`config.mk`:
```
export PLATFORM = sky130hd
export DESIGN_NAME = cnrs_ctrl
export DESIGN_NICKNAME = d
export VERILOG_FILES = /design/src/rtl/cnrs_pkg.sv /design/src/rtl/cnrs_ctrl.sv
export SDC_FILE = /design/constraint.sdc
export NUM_CORES = 1
export LEC_CHECK = 0
export ABC_AREA = 0
export BUFFER_PORTS_ARGS = -buffer_cell sky130_fd_sc_hd__buf_2
export CAP_MARGIN = 10
export CORE_UTILIZATION = 47
export DETAILED_ROUTE_END_ITERATION = 6
export PLACE_DENSITY = 0.72
export SLEW_MARGIN = 20
export SYNTH_ARGS = -nofsm -noshare
export SYNTH_HDL_FRONTEND = slang
export SYNTH_SLANG_ARGS = --single-unit
```
`constraint.sdc`:
```
create_clock -name clk -period 2.55 [get_ports clk]
set_input_delay 0.3825 -clock clk [delete_from_list [all_inputs] [get_ports clk]]
set_output_delay 0.3825 -clock clk [all_outputs]
set_load 0.02 [all_outputs]
```
`src/rtl/cnrs_pkg.sv`:
```
package cnrs_pkg;

  // Value formats: x and the coefficients are VW-bit signed with FB fraction bits,
  // intermediates are IW-bit signed and saturate.
  localparam int VW        = 48;
  localparam int FB        = 32;
  localparam int IW        = 64;
  localparam int HALF      = IW / 2;
  localparam int PW        = 2 * IW;
  localparam int STEPS_W   = 8;
  localparam int OUTCOME_W = 2;
  localparam int DIV_STEPS = IW + FB;
  localparam int DCW       = $clog2(DIV_STEPS);

  typedef logic signed [IW-1:0] val_t;
  typedef logic        [IW-1:0] mag_t;
  typedef logic signed [VW-1:0] x_t;
  typedef logic        [2:0]    op_t;
  typedef logic        [2:0]    reg_idx_t;

  localparam val_t VAL_MAX = {1'b0, {(IW-1){1'b1}}};
  localparam val_t VAL_MIN = {1'b1, {(IW-1){1'b0}}};
  localparam x_t   X_MAX   = {1'b0, {(VW-1){1'b1}}};
  localparam x_t   X_MIN   = {1'b1, {(VW-1){1'b0}}};

  // Datapath operations
  localparam op_t OP_NONE      = 3'd0;
  localparam op_t OP_LOAD      = 3'd1;
  localparam op_t OP_ADD_SQ    = 3'd2;
  localparam op_t OP_ADD_LIN   = 3'd3;
  localparam op_t OP_ADD_CONST = 3'd4;
  localparam op_t OP_TRIPLE    = 3'd5;
  localparam op_t OP_ADD_2SQ   = 3'd6;
  localparam op_t OP_UPDATE    = 3'd7;

  // Configuration register indexes (byte address is 8 * index)
  localparam reg_idx_t REG_SQUARE   = 3'd0;
  localparam reg_idx_t REG_LINEAR   = 3'd1;
  localparam reg_idx_t REG_CONSTANT = 3'd2;
  localparam reg_idx_t REG_TOL      = 3'd3;
  localparam reg_idx_t REG_LIMIT    = 3'd4;

  // Result status codes
  localparam logic [OUTCOME_W-1:0] OUT_CONVERGED  = 2'd0;
  localparam logic [OUTCOME_W-1:0] OUT_LIMIT      = 2'd1;
  localparam logic [OUTCOME_W-1:0] OUT_ZERO_DERIV = 2'd2;

  typedef struct packed {
    op_t  op;
    logic mul_start;
    logic div_start;
  } cmd_t;

  typedef struct packed {
    logic mul_done;
    logic div_done;
    logic f_ok;
    logic at_limit;
    logic df_zero;
  } sts_t;

  function automatic val_t sat_add(input val_t a, input val_t b);
    logic [IW:0] s;
    s = {a[IW-1], a} + {b[IW-1], b};
    if (s[IW] != s[IW-1]) sat_add = s[IW] ? VAL_MIN : VAL_MAX;
    else sat_add = s[IW-1:0];
  endfunction

  function automatic val_t sat_neg(input val_t a);
    sat_neg = (a == VAL_MIN) ? VAL_MAX : -a;
  endfunction

  function automatic mag_t magn(input val_t v);
    magn = v[IW-1] ? mag_t'(-v) : mag_t'(v);
  endfunction

  // Signed value from sign and magnitude, saturated to IW bits
  function automatic val_t from_mag(input logic neg, input logic over, input mag_t m);
    if (neg) from_mag = (over || m[IW-1]) ? VAL_MIN : val_t'(-m);
    else from_mag = (over || m[IW-1]) ? VAL_MAX : val_t'(m);
  endfunction

  function automatic x_t clamp_vw(input val_t v);
    if (v[IW-1:VW-1] != {(IW-VW+1){v[IW-1]}}) clamp_vw = v[IW-1] ? X_MIN : X_MAX;
    else clamp_vw = v[VW-1:0];
  endfunction

endpackage

```
`src/rtl/cnrs_ctrl.sv`:
```
// Sequencer for one Newton solve: evaluate f, test, evaluate f', divide, update.
module cnrs_ctrl (
  input  logic                             clk,
  input  logic                             rst,
  input  logic                             in_valid,
  output logic                             in_ready,
  input  cnrs_pkg::sts_t                   sts,
  input  logic                             out_free,
  output cnrs_pkg::cmd_t                   cmd,
  output logic                             finish,
  output logic [cnrs_pkg::OUTCOME_W-1:0]   outcome
);

  localparam logic [4:0] S_IDLE   = 5'd0;
  localparam logic [4:0] S_FADD   = 5'd1;
  localparam logic [4:0] S_FMUL1  = 5'd2;
  localparam logic [4:0] S_FW1    = 5'd3;
  localparam logic [4:0] S_FLIN   = 5'd4;
  localparam logic [4:0] S_FMUL2  = 5'd5;
  localparam logic [4:0] S_FW2    = 5'd6;
  localparam logic [4:0] S_FCONST = 5'd7;
  localparam logic [4:0] S_FTEST  = 5'd8;
  localparam logic [4:0] S_DFA    = 5'd9;
  localparam logic [4:0] S_DFB    = 5'd10;
  localparam logic [4:0] S_DMUL   = 5'd11;
  localparam logic [4:0] S_DW     = 5'd12;
  localparam logic [4:0] S_DLIN   = 5'd13;
  localparam logic [4:0] S_DTEST  = 5'd14;
  localparam logic [4:0] S_DIVW   = 5'd15;
  localparam logic [4:0] S_UPD    = 5'd16;
  localparam logic [4:0] S_OUT    = 5'd17;

  logic [4:0]                        state;
  logic [4:0]                        state_next;
  logic [cnrs_pkg::OUTCOME_W-1:0]    outcome_next;

  always_comb begin
    state_next   = state;
    outcome_next = outcome;
    cmd          = '0;
    finish       = 1'b0;
    unique case (state)
      S_IDLE: begin
        if (in_valid) begin
          cmd.op     = cnrs_pkg::OP_LOAD;
          state_next = S_FADD;
        end
      end
      S_FADD: begin
        cmd.op     = cnrs_pkg::OP_ADD_SQ;
        state_next = S_FMUL1;
      end
      S_FMUL1: begin
        cmd.mul_start = 1'b1;
        state_next    = S_FW1;
      end
      S_FW1:   if (sts.mul_done) state_next = S_FLIN;
      S_FLIN: begin
        cmd.op     = cnrs_pkg::OP_ADD_LIN;
        state_next = S_FMUL2;
      end
      S_FMUL2: begin
        cmd.mul_start = 1'b1;
        state_next    = S_FW2;
      end
      S_FW2:   if (sts.mul_done) state_next = S_FCONST;
      S_FCONST: begin
        cmd.op     = cnrs_pkg::OP_ADD_CONST;
        state_next = S_FTEST;
      end
      S_FTEST: begin
        if (sts.f_ok) begin
          outcome_next = cnrs_pkg::OUT_CONVERGED;
          state_next   = S_OUT;
        end else if (sts.at_limit) begin
          outcome_next = cnrs_pkg::OUT_LIMIT;
          state_next   = S_OUT;
        end else begin
          state_next = S_DFA;
        end
      end
      S_DFA: begin
        cmd.op     = cnrs_pkg::OP_TRIPLE;
        state_next = S_DFB;
      end
      S_DFB: begin
        cmd.op     = cnrs_pkg::OP_ADD_2SQ;
        state_next = S_DMUL;
      end
      S_DMUL: begin
        cmd.mul_start = 1'b1;
        state_next    = S_DW;
      end
      S_DW:    if (sts.mul_done) state_next = S_DLIN;
      S_DLIN: begin
        cmd.op     = cnrs_pkg::OP_ADD_LIN;
        state_next = S_DTEST;
      end
      S_DTEST: begin
        if (sts.df_zero) begin
          outcome_next = cnrs_pkg::OUT_ZERO_DERIV;
          state_next   = S_OUT;
        end else begin
          cmd.div_start = 1'b1;
          state_next    = S_DIVW;
        end
      end
      S_DIVW:  if (sts.div_done) state_next = S_UPD;
      S_UPD: begin
        cmd.op     = cnrs_pkg::OP_UPDATE;
        state_next = S_FADD;
      end
      S_OUT: begin
        if (out_free) begin
          finish     = 1'b1;
          state_next = S_IDLE;
        end
      end
      default: state_next = S_IDLE;
    endcase
  end

  always_ff @(posedge clk) begin
    if (rst) begin
      state   <= S_IDLE;
      outcome <= cnrs_pkg::OUT_CONVERGED;
    end else begin
      state   <= state_next;
      outcome <= outcome_next;
    end
  end

  // Hold off requests while reset is applied
  assign in_ready = (state == S_IDLE) && !rst;

  a_div_nonzero: assert property (@(posedge clk) disable iff (rst)
    cmd.div_start |-> !sts.df_zero)
    else $error("division started with a zero derivative");

  a_mul_wait: assert property (@(posedge clk) disable iff (rst)
    sts.mul_done |-> (state == S_FW1 || state == S_FW2 || state == S_DW))
    else $error("product arrived outside a wait state");

endmodule

```
==> impl_summary.log <==
INFO  metric clk_transition_reported_paths = 60 ps
INFO  metric worstPathArrival = ~1800 ps
INFO  metric reg_to_reg_setup_timing_slack = 630 ps
INFO  metric cts_tree = yes
INFO  metric drt_pre_antenna_iters = 5
INFO  metric total_of_flip_flops_plus_latches_after_synthesis = 7
INFO  metric post-route-drc-count = 0
INFO  metric netSwitchingPower = around 0.17 mW
INFO  metric final.hold.worst_slack = 410 ps
INFO  metric switching_share_of_power = about two fifths
INFO  metric setup_viol = 0
INFO  metric num_antenna_cells = 0
INFO  metric worst_hold_path_type = primary input to register
INFO  metric endpoint_kind = primary output
INFO  metric post-place-cells = roughly 120
INFO  metric antenna_found_initial = 0
INFO  metric cts_buffers = 3
INFO  metric tritoncts_num_sinks = 7
INFO  metric number_of_levels_in_the_clock_h_tree = 1
INFO  metric synth.area.top_cells = sky130_fd_sc_hd__dfxtp_1 (18%), sky130_fd_sc_hd__a21oi_1 (5.8%), sky130_fd_sc_hd__buf_2 (4.5%), sky130_fd_sc_hd__o32ai_2 (4.2%), sky130_fd_sc_hd__nand2b_1 (4.0%)
INFO  metric ys.warnings.count = 0
INFO  metric globalRouteOverflowTotal = 0
INFO  metric max_freq = 0.455 GHz
INFO  metric worstSetupStartpointType = register
INFO  metric drive_gt1_share = 27.9%
INFO  metric via_count = just over 800
INFO  metric relSlewSlack = 53.0%
INFO  metric post_cts_buffers = 0
INFO  metric list_of_cells_traversed_by_the_critical_path = buf_4 > or4_1 > nor3_1 > buf_2
INFO  metric placeableCoreArea = ~0.0015 mm^2
INFO  metric filler_instances = 147
INFO  metric flow.area_growth_from_synthesis = 12.5%
INFO  metric cell_pwr_density = 484 mW/mm^2
INFO  metric rsz0062_at_grt = no
INFO  metric portion_of_synthesized_cell_area_occupied_by_the_leading_cell_type = 18.1%
INFO  metric top_level_ports = 18
INFO  metric skew = 12.4 ps
INFO  metric grt_start_max_net_pins = 25
INFO  metric post_synth.cell_area_avg = 7.81 um^2
INFO  metric global_route_wire_length_before_repair = 3.00 mm
INFO  metric synth_edf_count = 0
INFO  metric yosys.cell_types.count = 45
INFO  metric timing.setup.tns = 0 ps
INFO  metric detail_route.iter0.violations = 21
INFO  metric initial_utilization = around 51%
INFO  metric routedWlPerCell = 14.5 um
INFO  metric clock_period_minus_final_worst_setup_slack = 2200 ps
INFO  metric synth.yosys.seq_area_share = 18.1%
INFO  metric p_comb_share = 38.4%
INFO  metric synthDominantAreaCellType = sky130_fd_sc_hd__dfxtp_1
INFO  metric final_nets = 121
INFO  metric maxSlewViolCount = 0
INFO  metric gr-usage-all-layers = 21.6%
INFO  metric rows = 14
INFO  metric critical_path_required = 2170 ps
INFO  metric final_hold_viol_count = 0
INFO  metric cts-hold-fix-buffers = 0
INFO  metric clkPwrFrac = 24.7%
INFO  metric synthCells = 99
INFO  metric static-leakage-power = 0.345 nW
INFO  metric clock_tree.buffer_depth = 2
INFO  metric seqCellArea = 140 um^2
INFO  metric area_occupied_by_multi_input_gates = between 500 and 600 um^2
INFO  metric via_to_cell_ratio = 6.48
INFO  metric die_width = 42.6 um
INFO  metric antenna_left = 0
INFO  metric die_h = 42.6 um
INFO  metric clockRootBuffer = sky130_fd_sc_hd__clkbuf_4
INFO  metric worst_ir_drop_on_vdd = 0.000338 V
INFO  metric yosys_most_used_dff = sky130_fd_sc_hd__dfxtp_1
INFO  metric min_period_over_period = between 80% and 90%
INFO  metric cts_resized = 0
INFO  metric port_buffers = 17
INFO  metric die_area = 0.00181 mm^2
INFO  metric critPathKind = register to primary output
INFO  metric maxCapViolations = 0
INFO  metric weighted_congestion_reported_at_the_end_of_routability_driven_placement = 0.837
INFO  metric routed_wire_length = roughly 1.8 mm
INFO  metric worst_skew_pair.late_latency = 260 ps
INFO  metric run_status = completed
INFO  metric grt_pass1_vias = 660
INFO  metric timing.critical_path.fanout_max = 14
INFO  metric internal-power = roughly 0.25 mW
INFO  metric postSynthNetCount = ~110
INFO  metric layout.cells.non_filler = ~130
INFO  metric slowest_stage = sky130_fd_sc_hd__or4_1
INFO  metric share_seq_of_total_power = between 30% and 40%
INFO  metric netlist_area = 773 um^2
INFO  metric worst_slew_pin_slew = 704 ps
INFO  metric post_dp_hpwl = between 1 and 1.5 mm
INFO  metric crit_path_max_incr_delay = between 500 and 600 ps
INFO  metric synth_async_sr_flop_share = 0%
layer usage:
layer / vias to the layer above / wire length, um / global-route usage [%]
met5: - / 0 / 0
met1: 381 / 845 / 30.4
li1: 405 / - / -
met4: 0 / 29 / 8.13
met2: 33 / 839 / 31.1
met3: 4 / 127 / 6.03
worst max-delay path: cells and delay by family (launching register included):
family | cells | cell delay (ps)
buf+inv | 2 | 410
flops | 1 | 440
simple gates | 2 | 700
stage by stage:
step | utilization, % | area, um^2 | power (mW) | setup slack [ps]
6_report | 57.1 | 870 | 0.421 | 351
4_1_cts | 57.1 | 870 | 0.424 | 365
3_5_place_dp | 55.3 | 843 | 0.317 | 641
3_3_place_gp | 55.3 | 843 | 0.315 | 653
5_1_grt | 57.1 | 870 | 0.450 | 241
2_1_floorplan | - | 773 | 0.280 | 677
placed cells by master (no fill, tap or decap), drive strengths merged, types with 2 or more instances in the layout:
master,count
dfxtp,7
nand2,2
nand4,2
nor4b,2
or4,3
inv,3
a311oi,2
or2,2
a31oi,3
a22oi,2
nand4bb,2
nand3,3
clkbuf,4
mux2i,3
a21oi,10
buf,19
xor2,2
nor2,7
or3,2
nand2b,5
o32ai,3
nor3,8
state kept, by name, summed over array words and instances (netlist names):
name and cells:
state 5, outcome 2
worst paths after layout:
path | start | end | cells after the start
setup reg to reg | state[3] | outcome[0] | 4
setup / recovery | state[2] | in_ready | 4
hold reg to reg | outcome[1] | outcome[1] | 2
hold / removal | sts[2] | outcome[0] | 3
logic make-up after synthesis:
kind of cell | Yosys count | share of synthesized area (%)
AOI/OAI and AO/OA | 28 | 29.0
muxes | 3 | 3.88
DFF | 7 | 18.1
buffers and inverters | 14 | 7.93
xor gates and xnor gates | 2 | 2.27
and+or+nand+nor | 45 | 38.8
cell usage after synthesis, drive strengths merged, types with 2 or more instances:
master	number
xor2	2
a31oi	3
nor4b	2
mux2i	3
a311oi	2
nor3	8
nor2	7
dfxtp	7
nand4	2
inv	3
nand3	3
nand2b	5
o32ai	3
or2	2
or3	2
nand2	2
or4	3
nand4bb	2
a21oi	10
buf	10
a22oi	2
power by group through the flow:
stage | clock network, mW | logic (mW) | registers (mW)
6_report | 0.104 | 0.162 | 0.155
5_1_grt | 0.114 | 0.178 | 0.158
4_1_cts | 0.107 | 0.162 | 0.154
3_5_place_dp | 0 | 0.161 | 0.156
3_3_place_gp | 0 | 0.159 | 0.156
2_1_floorplan | 0 | 0.156 | 0.124
cell type report:
class                   instances  share of cell area (%)
clock buffers                   4                    3.02
repair buffers                 19                    11.5
well taps                      16                    2.30
inverters                       3                    1.29
multi-input cells              78                    65.8
flip-flops and latches          7                    16.1
Power figures use the tool's default switching activity.
